===== src/rtl/core/svwm_pkg.sv =====
`timescale 1ns / 1ps
`default_nettype none
// ----------------------------------------------------------------------------
// svwm_pkg
// Shared types, field widths and wave tables for the six-voice wavetable mixer.
// ----------------------------------------------------------------------------
package svwm_pkg;

	// Field widths of the input and result words.
	localparam int FUNC_W   = 2;
	localparam int VOICE_W  = 3;
	localparam int FREQ_W   = 17;
	localparam int VOLUME_W = 8;
	localparam int SAMPLE_W = 16;

	// Per-voice state widths.
	localparam int PHASE_W = 16;
	localparam int INCR_W  = 16;
	localparam int LEVEL_W = 8;

	localparam int NUM_VOICES_DEF = 6;

	// Wave tables. Every entry is either +FULL_SCALE or -FULL_SCALE.
	localparam int SQUARE_LEN = 64;
	localparam int NOISE_LEN  = 256;
	localparam int SQ_IDX_W   = $clog2(SQUARE_LEN);
	localparam int NZ_IDX_W   = $clog2(NOISE_LEN);
	localparam int IDX_LSB    = 8;

	// Mixing: level * FULL_SCALE, then an arithmetic shift right by MIX_SHIFT.
	localparam int FULL_SCALE_W = 15;
	localparam int MIX_SHIFT    = 11;
	localparam int MAG_W        = LEVEL_W + FULL_SCALE_W;
	localparam int TERM_W       = MAG_W - MIX_SHIFT + 2;
	localparam int SUM_W        = TERM_W + 3;

	typedef enum logic [FUNC_W-1:0] {
		FUNC_SET   = 2'd0,
		FUNC_TICK  = 2'd1,
		FUNC_RESET = 2'd2
	} func_t;

	// Noise table: bit i of row r is set when entry 16*r+i is positive.
	localparam logic [15:0][15:0] NOISE_BITS = {
		16'h2BE5, 16'h7C23, 16'h2B65, 16'h7C23,
		16'h3A65, 16'h7C21, 16'h3865, 16'h7C65,
		16'h7C65, 16'h7465, 16'h7464, 16'h6464,
		16'h6444, 16'h4444, 16'h4000, 16'h0000
	};

	function automatic logic noise_positive(input logic [NZ_IDX_W-1:0] idx);
		logic [15:0] row;
		row = NOISE_BITS[idx[7:4]];
		return row[idx[3:0]];
	endfunction

	function automatic logic square_positive(input logic [SQ_IDX_W-1:0] idx);
		return idx < SQ_IDX_W'(SQUARE_LEN / 2);
	endfunction

endpackage
`default_nettype wire


===== src/rtl/core/six_voice_wavetable_mixer_core.sv =====
`timescale 1ns / 1ps
`default_nettype none
// ----------------------------------------------------------------------------
// six_voice_wavetable_mixer_core
// Phase-accumulator wavetable sound generator with a mixed 16-bit output.
// ----------------------------------------------------------------------------
// The block takes one input word per clock cycle and returns one signed
// 16-bit sample for every tick word. The tick word is taken into the input
// register and its sample then into the sample register; the tick word waits
// while the sample register is still held by out_stall.
// A set word loads one voice's volume and phase increment (frequency shifted
// right by one), a reset word clears all volumes and increments while the
// phases keep running, and a tick word mixes all voices into a sample and
// then advances every phase. Set and reset words, and the unused function
// code, give no sample. The rate is one word per cycle, set by the single
// execute stage that sits between the input register and the sample
// register; when the sample register is held by out_stall, the next tick
// word waits in the input register and in_stall rises.
// ----------------------------------------------------------------------------
module six_voice_wavetable_mixer_core #(
	parameter int NUM_VOICES = svwm_pkg::NUM_VOICES_DEF
) (
	input  wire logic                                clk,
	input  wire logic                                arst_n,

	input  wire logic                                in_valid,
	output      logic                                in_stall,
	input  wire logic [svwm_pkg::FUNC_W-1:0]         func,
	input  wire logic [svwm_pkg::VOICE_W-1:0]        voice,
	input  wire logic [svwm_pkg::FREQ_W-1:0]         freq,
	input  wire logic [svwm_pkg::VOLUME_W-1:0]       volume,

	output      logic                                out_valid,
	input  wire logic                                out_stall,
	output      logic signed [svwm_pkg::SAMPLE_W-1:0] sample
);

	localparam int VW     = svwm_pkg::VOICE_W;
	localparam int MAG_W  = svwm_pkg::MAG_W;
	localparam int TERM_W = svwm_pkg::TERM_W;
	localparam int SUM_W  = svwm_pkg::SUM_W;
	localparam int SHIFT  = svwm_pkg::MIX_SHIFT;
	localparam int FS_W   = svwm_pkg::FULL_SCALE_W;
	localparam int LSB    = svwm_pkg::IDX_LSB;

	// Input register: holds one word until the execute stage can retire it.
	logic                              s1_valid_s1;
	svwm_pkg::func_t                   func_s1;
	logic [VW-1:0]                     voice_s1;
	logic [svwm_pkg::FREQ_W-1:0]       freq_s1;
	logic [svwm_pkg::VOLUME_W-1:0]     volume_s1;

	// Voice state.
	logic [svwm_pkg::PHASE_W-1:0] phase_q [NUM_VOICES];
	logic [svwm_pkg::INCR_W-1:0]  incr_q  [NUM_VOICES];
	logic [svwm_pkg::LEVEL_W-1:0] level_q [NUM_VOICES];

	// Sample register.
	logic                                 out_valid_q;
	logic signed [svwm_pkg::SAMPLE_W-1:0] sample_q;

	logic                       in_fire;
	logic                       out_free;
	logic                       s1_fire;
	logic                       tick_fire;
	logic                       set_fire;
	logic                       clr_fire;
	logic signed [TERM_W-1:0]   term [NUM_VOICES];
	logic signed [SUM_W-1:0]    mix_sum;
	logic                       any_level;

	// The sample register frees up when it is empty or being read this cycle.
	assign out_free = !out_valid_q || !out_stall;

	// Only a tick word needs room in the sample register; the others retire
	// at once.
	assign s1_fire   = s1_valid_s1 && ((func_s1 != svwm_pkg::FUNC_TICK) || out_free);
	assign tick_fire = s1_fire && (func_s1 == svwm_pkg::FUNC_TICK);
	assign set_fire  = s1_fire && (func_s1 == svwm_pkg::FUNC_SET);
	assign clr_fire  = s1_fire && (func_s1 == svwm_pkg::FUNC_RESET);

	assign in_stall = s1_valid_s1 && !s1_fire;
	assign in_fire  = in_valid && !in_stall;

	always_ff @(posedge clk or negedge arst_n) begin
		if (!arst_n) begin
			s1_valid_s1 <= 1'b0;
		end else if (in_fire) begin
			s1_valid_s1 <= 1'b1;
		end else if (s1_fire) begin
			s1_valid_s1 <= 1'b0;
		end
	end

	always_ff @(posedge clk) begin
		if (in_fire) begin
			func_s1   <= svwm_pkg::func_t'(func);
			voice_s1  <= voice;
			freq_s1   <= freq;
			volume_s1 <= volume;
		end
	end

	// Per-voice contribution: floor(level * (+/-32767) / 2048). The product
	// with 32767 is formed as (level << 15) - level, and the negative case
	// uses an arithmetic shift of the negated magnitude, which rounds toward
	// minus infinity.
	for (genvar v = 0; v < NUM_VOICES; v++) begin : g_voice
		logic [MAG_W-1:0]        mag;
		logic signed [MAG_W:0]   neg_mag;
		logic signed [MAG_W:0]   neg_shr;
		logic                    positive;

		assign mag     = {level_q[v], FS_W'(0)} - MAG_W'(level_q[v]);
		assign neg_mag = -$signed({1'b0, mag});
		assign neg_shr = neg_mag >>> SHIFT;

		if (v < NUM_VOICES / 2) begin : g_square
			assign positive = svwm_pkg::square_positive(
				phase_q[v][LSB +: svwm_pkg::SQ_IDX_W]);
		end else begin : g_noise
			assign positive = svwm_pkg::noise_positive(
				phase_q[v][LSB +: svwm_pkg::NZ_IDX_W]);
		end

		assign term[v] = positive ? $signed({2'b00, mag[MAG_W-1:SHIFT]})
		                          : neg_shr[TERM_W-1:0];
	end

	always_comb begin
		mix_sum = '0;
		for (int v = 0; v < NUM_VOICES; v++) begin
			mix_sum = mix_sum + SUM_W'(term[v]);
		end
	end

	// Voice state updates. A set word for a voice number past the last voice
	// matches no entry and so changes nothing.
	always_ff @(posedge clk or negedge arst_n) begin
		if (!arst_n) begin
			for (int v = 0; v < NUM_VOICES; v++) begin
				phase_q[v] <= '0;
				incr_q[v]  <= '0;
				level_q[v] <= '0;
			end
		end else begin
			for (int v = 0; v < NUM_VOICES; v++) begin
				if (tick_fire) begin
					phase_q[v] <= phase_q[v] + incr_q[v];
				end
				if (clr_fire) begin
					incr_q[v]  <= '0;
					level_q[v] <= '0;
				end else if (set_fire && (voice_s1 == VW'(v))) begin
					incr_q[v]  <= freq_s1[svwm_pkg::FREQ_W-1:1];
					level_q[v] <= volume_s1;
				end
			end
		end
	end

	always_ff @(posedge clk or negedge arst_n) begin
		if (!arst_n) begin
			out_valid_q <= 1'b0;
		end else if (tick_fire) begin
			out_valid_q <= 1'b1;
		end else if (!out_stall) begin
			out_valid_q <= 1'b0;
		end
	end

	always_ff @(posedge clk) begin
		if (tick_fire) begin
			sample_q <= mix_sum[svwm_pkg::SAMPLE_W-1:0];
		end
	end

	assign out_valid = out_valid_q;
	assign sample    = sample_q;

	always_comb begin
		any_level = 1'b0;
		for (int v = 0; v < NUM_VOICES; v++) begin
			any_level = any_level | (|level_q[v]);
		end
	end

	// A tick word that leaves the execute stage always lands in the sample
	// register.
	a_tick_lands: assert property (@(posedge clk) disable iff (!arst_n)
		tick_fire |=> out_valid_q)
		else $error("tick word retired without a sample");

	// The input side only stalls while a word sits in the input register.
	a_stall_needs_word: assert property (@(posedge clk) disable iff (!arst_n)
		!s1_valid_s1 |-> !in_stall)
		else $error("input stalled with an empty input register");

	// A held sample is never overwritten by a new tick.
	a_no_overwrite: assert property (@(posedge clk) disable iff (!arst_n)
		(out_valid_q && out_stall) |-> !tick_fire)
		else $error("sample register overwritten while stalled");

	// After a reset word every volume is zero.
	a_reset_clears: assert property (@(posedge clk) disable iff (!arst_n)
		clr_fire |=> !any_level)
		else $error("reset word left a voice volume set");

endmodule
`default_nettype wire

===== config.mk =====
export PLATFORM = sky130hd
export DESIGN_NAME = six_voice_wavetable_mixer_core
export DESIGN_NICKNAME = d
export VERILOG_FILES = /design/src/rtl/core/svwm_pkg.sv /design/src/rtl/core/six_voice_wavetable_mixer_core.sv
export SDC_FILE = /design/constraint.sdc
export NUM_CORES = 1
export LEC_CHECK = 0
export ABC_AREA = 1
export BUFFER_PORTS_ARGS = -buffer_cell sky130_fd_sc_hd__buf_2
export CAP_MARGIN = 10
export CORE_MARGIN = 3
export CORE_UTILIZATION = 64
export DETAILED_ROUTE_END_ITERATION = 10
export PLACE_DENSITY = 0.83
export SYNTH_ARGS = -nofsm -noshare
export SYNTH_HDL_FRONTEND = slang
export SYNTH_SLANG_ARGS = --single-unit

===== constraint.sdc =====
create_clock -name clk -period 6.1 [get_ports clk]
set_input_delay 1.22 -clock clk [delete_from_list [all_inputs] [get_ports clk]]
set_output_delay 1.22 -clock clk [all_outputs]
set_load 0.02 [all_outputs]

-- Word-level counts from Yosys, hierarchy flattened
Memories as Yosys holds them, arrays and structs flattened.
Index checks and enable logic that the tools add are counted.
- add/subtract/negate cells: 23
- reduce and logical (&&, ||, !) cells: 27
- order comparisons: 9
- multiplexer cells: 43
- eq/ne operators: 9
- operators with widths (operator ; number):
    16-bit 2-to-1 mux ; 15
    23-bit negator with 24-bit output ; 6
    23-bit by 8-bit subtractor with 23-bit output ; 6
    16-bit adder ; 6
    8-bit 2-to-1 mux ; 12
    14-bit 2-to-1 mux ; 6
    16-bit by 14-bit adder with 16-bit output ; 3
    4-bit by 5-bit < comparator with 1-bit output, second input constant ; 6
    6-bit < comparator, second input constant ; 3
    15-bit by 14-bit adder with 16-bit output ; 1
    14-bit by 14-bit adder with 15-bit output ; 1
    2-bit nonzero test ; 7
    1-bit binary-select mux with 4-bit select ; 3
    1-bit logical AND ; 12
    1-bit 2-to-1 mux ; 7
    3-bit by 2-bit equality test with 1-bit output, second input constant ; 2
    3-bit equality test, second input constant ; 2
    1-bit zero test ; 4
    2-bit by 1-bit != test with 1-bit output, second input constant ; 2
    3-bit by 1-bit equality test with 1-bit output, second input constant ; 1
    3-bit zero test ; 1
    2-bit by 1-bit equality test with 1-bit output, second input constant ; 1
    2-bit equality test, second input constant ; 1
    2-bit zero test ; 1
    1-bit logical OR ; 2
- input bits: 34
- flip-flop bits (word level): 288
- logic and storage cells: 139
- memories kept: 3
- ROM bits: 768
- output and inout bits: 18
- memory list (name ; depth ; bits a word ; rd ports ; clocked after memory_dff ; write ports ; RTL line ; RTL):
    (no name shown) ; 16 ; 16 ; 1 ; 0 ; 0 ; svwm_pkg.sv:53 ; row = NOISE_BITS[idx[7:4]];
    (no name shown) ; 16 ; 16 ; 1 ; 0 ; 0 ; svwm_pkg.sv:53 ;
    (no name shown) ; 16 ; 16 ; 1 ; 0 ; 0 ; svwm_pkg.sv:53 ;

-- Logic depth before layout (Yosys ltp)
- depth after elaboration: 9
- depth in mapped cells: 29

-- Worst setup path after synthesis
No wires, ideal clock.
- path kind: register -> register
- start point: register level_q[10] (netlist name)
- end point: register sample_q (netlist bit sample[12]), data pin
- stages on the path, launching flop included: 26
- arrival time: 4.839 ns
- slack: 1.009 ns
- library setup time: 0.252 ns
- clock period less this slack: 5.091 ns
- data required time: 5.848 ns
- cells stage by stage: dfrtp_1 > nor2_1 > nand2_1 > nor3_1 > ha_1 > nor3_4 > nand2_1 > nand2_1 > inv_1 > o21ai_2 > inv_1 > fa_1 > inv_1 > fa_1 > fa_1 > inv_1 > ha_1 > inv_1 > fa_1 > nand3b_1 > nand2_1 > a21boi_0 > o21ai_0 > nand3_1 > nand3_1 > nand2_1
- cells in the longest elaborated chain, start to end: 5
- RTL lines (item ; RTL line ; RTL):
    start: declaration ; six_voice_wavetable_mixer_core.sv:56 ; logic [svwm_pkg::LEVEL_W-1:0] level_q [NUM_VOICES];
    start signal: indexed assignment ; six_voice_wavetable_mixer_core.sv:156 ; level_q[v] <= volume_s1;
    23-bit by 8-bit subtractor with 23-bit output * ; six_voice_wavetable_mixer_core.sv:114 ; assign mag = {level_q[v], FS_W'(0)} - MAG_W'(level_q[v]);
    23-bit negator with 24-bit output ; six_voice_wavetable_mixer_core.sv:115 ; assign neg_mag = -$signed({1'b0, mag});
    14-bit 2-to-1 mux * ; six_voice_wavetable_mixer_core.sv:126 ; assign term[v] = positive ? $signed({2'b00, mag[MAG_W-1:SHIFT]})
    16-bit by 14-bit adder with 16-bit output * (2 in series) ; six_voice_wavetable_mixer_core.sv:133 ; mix_sum = mix_sum + SUM_W'(term[v]);
    net mix_sum[12] ; six_voice_wavetable_mixer_core.sv:69 ; logic signed [SUM_W-1:0] mix_sum;
    end signal: assignment ; six_voice_wavetable_mixer_core.sv:174 ; sample_q <= mix_sum[svwm_pkg::SAMPLE_W-1:0];
    end: declaration ; six_voice_wavetable_mixer_core.sv:60 ; logic signed [svwm_pkg::SAMPLE_W-1:0] sample_q;
Mark *: on every way through the listed nets, which the timed path passes. The rest lies on a longest branch.
A chain may end at the register's enable or synchronous reset.

-- Final worst setup path
Same ends and word-level chain as after synthesis.

==> out/summary.md <==
The run gives 0 ps as the post-route setup TNS. The final critical path takes up 92.54% of the cycle. The tools report the full die area as 33780 um2. The number of setup violations in the final report was 0. TritonCTS built the clock tree. The slowest stage of the critical path is the fa_1 cell. After Yosys synthesis, and, or, nand and nor cells account for 27.62% of the synthesized area. Kind of launch point of the worst setup path: a flop. The number of nets in the final layout is 2924. At the later pin of the worst-skew pair, clock insertion delay measures 580 ps.

The signal arrival time at the worst endpoint is 5980 ps, and the via count of the first global-routing pass is 17334. The run gives 0 as the post-CTS setup buffer count. Entering global routing, the biggest net connects 129 pins. The largest area contributor in the synthesized netlist was dfrtp_1. The weighted congestion reported at the end of routability-driven placement came out at 0.9959. Of the total synthesized cell area, the portion taken by XOR and XNOR cells is 3.976%. The met1 track demand over resource in global routing came out at 40.14%.

The layout overhead on the synthesized area was 8.107%. Sorting the synthesized cells by area gives the leading types as dfrtp_1, nand2_1, ha_1. The logs give 7107 um2 for the register cell area after layout and 0 for the count of pins over their slew limit.

The post-placement worst setup slack was 530.5 ps; the post-synth design cell area was 20230 um2. After filler insertion, the fill cell instance count of the layout stands at 2476. In the synthesized netlist the async set-or-reset flop fraction comes to 83.64%. The minimum setup slack in the final design is 455.2 ps, and the upper clock frequency limit is 0.1772 GHz. For the number of levels the H-tree was split into, the log shows 1. In this run the vertical extent of the chip is 183.8 um. The multiplexer share of the synthesized area came out at 0%. The HPWL after detailed placement is 36570 um. The endpoint type of the worst setup path is a flop. After clock tree synthesis, the repair step resized 0 gates.

The most critical setup path has its startpoint at level_q[10]. The number of nets handed over by synthesis was 2891. The aggregate global-route resource usage came out at 30.11%. The run gives 52 as the number of primary I/O pins. For the initial antenna violation count, the log shows 0. The via-per-instance ratio was 5.704; the number of optimization iterations in the first detailed-route pass was 8. The detailed router finished its first iteration with 1582 violations. The final critical-path required period was 5645 ps. During synthesis, Yosys emitted a total of 0 warnings. The synthesized design devotes to its leading area cell type 28.45% of total area. The run finished with clean final reports. The startpoint identified for the worst hold timing path is phase_q[0].

The tools report the required time of the critical path as 6430 ps. Setup repair after global routing left no endpoint under its margin. The transition time at the pin with the least slew margin was 1093 ps; the total number of vias was 17870. Sequential area share after synthesis: 35.12%.

The setup path with the least slack is of type reg2reg. In the global route stage, met3 resource usage came out at 5.877%. The tools report the total DRC errors in the routed layout as 0.

The worst register-to-register path begins at level_q[10]. Dominant combinational cell family by area after synthesis: simple AND/OR/NAND/NOR gates. The maximum clock insertion buffer count was 3; the count of unique library cells instantiated by Yosys was 49.

On the worst path, the slowest cell contributes a delay of 510 ps. The buffer cell driving the clock tree root was clkbuf_16. The tools report the total grt overflow as 0. For the effective utilization at floorplan, the log shows 65.46%.

The number of cell rows was 64; the worst slew slack as a fraction of its limit was 27.10%. During placement, the flow inserted port buffers numbering 50. By count the netlist is led by nand2_1, inv_1, o21ai_0. For the core utilization of the finished layout, the log shows 70.77%. The antenna diode count is 0, and the number of flops mapped to enable cells by yosys is 45. The run gives 83550 um as the first-pass GRT wire length.

The clock net in this run drives a total of 275 sinks. Averaged over all synthesized cells, the footprint is 7.547 um2. The total wire length was 49800 um; the met2 layer usage reported by global route was 50.24%. For the cts-stage hold buffer count, the log shows 0.

The layer flagged by global routing as most heavily used is met2. The adder and majority gate portion of the synthesized area was 13.11%; the post-CTS clock slew at the launch and capture registers of the worst setup and hold paths was 60 ps. The tool flagged a number of max-cap violations equal to 0. In this run the horizontal extent of the chip is 183.8 um.

In this run the worst path has a maximum fanout of 6. After technology mapping, the gate count stands at 2681. In this run, CTS created clock tree buffers numbering 31. The total area inside the core boundary comes to 30910 um2. The fraction of layout instances using a drive strength above 1 is 7.636%, and the final standard cell count with taps included and fillers excluded is 3133. The compound-gate portion of the synthesized area came out at 11.72%. The min-delay analysis places its worst path in the category reg2reg. The flip-flop and latch count after synthesis is 275.

For this run, the leading register cell type out of synthesis is dfrtp_1. The average routed wire per standard cell came out at 15.90 um. The number of failing hold endpoints at the final stage is 0, and the area used by multi-input combinational logic is 11440 um2. The run gives 10.47 ps as the setup skew after layout. The most common cell in the synthesized netlist is nand2_1. The count of nets left with antenna violations once routing finished came out at 0. In this run, placement finished with an instance count of 3077.
[registers in the layout, indices dropped and copies added, names as in the netlist]
register / count
s1_valid_s1: 1
voice_s1: 3
sample: 16
freq_s1: 16
volume_s1: 8
func_s1: 2
incr_q: 90
out_valid: 1
phase_q: 90
level_q: 48
[cell type report]
cell class | count | area share (%)
timing repair buffer | 60 | 1.590
multi-input combinational | 1980 | 52.30
inverter | 366 | 6.304
sequential | 275 | 32.49
clock buffer | 37 | 3.695
tap | 396 | 2.265
clock inverter | 19 | 1.356
[logic make-up (layout without fill, tap and decap cells)]
family / Yosys count / count (layout)
xor gates and xnor gates: 91 / 91
DFF: 275 / 275
and+or+nand+nor: 1281 / 1281
AOI/OAI and AO/OA: 432 / 432
adders and majority gates: 176 / 176
buffers and inverters: 426 / 482
[cells in the final DEF, fill, tap and decap left out, types with 53 or more instances in the layout]
cell | synthesis | final
a21oi_1 | 103 | 103
inv_1 | 356 | 356
dfrtp_1 | 230 | 230
ha_1 | 116 | 116
nand4_1 | 53 | 53
nand2_1 | 752 | 752
nand3_1 | 201 | 201
fa_1 | 60 | 60
nor2_1 | 166 | 165
o21ai_0 | 244 | 242
[per-layer routing]
metal  part of all wire (%)  vias up  routed length (um)
li1                       -     8789                   -
met1                     42     8317               20980
met2                     46      639               23160
met3                    8.1      125                4054
met4                    3.2        0                1610
met5                      0        -                   0
[critical path: cells and delay by family, from the launching register on]
kind                       cells  cell delay, ps
AOI/OAI and AO/OA              3             630
buffers and inverters          5             320
DFF                            1             460
and+or+nand+nor               11            1630
adders and majority gates      6            2370
[metrics by stage]
step                hold WS [ps]  cell area [um2]
detailed placement         469.4            20770
global placement           459.8            20770
floorplan                  448.3            20230
CTS                        484.9            21870
finish                     481.0            21870
global route               505.2            21870
[path summary, 6_finish.rpt]
| kind | to | slack (ps) | cells past startpoint |
|---|---|---|---|
| worst min-delay path | phase_q[0] | 480 | 2 |
| min in group asynchronous | phase_q[34] | 660 | 1 |
| max in group asynchronous | level_q[4] | 4280 | 2 |
| worst max register to register | sample[12] | 460 | 25 |
| worst max-delay path | sample[12] | 460 | 25 |
| worst min register to register | phase_q[0] | 480 | 2 |
Power is left out: the tool's default activity adds up to more than one toggle a clock period on the data nets, which glitch-free logic cannot reach.
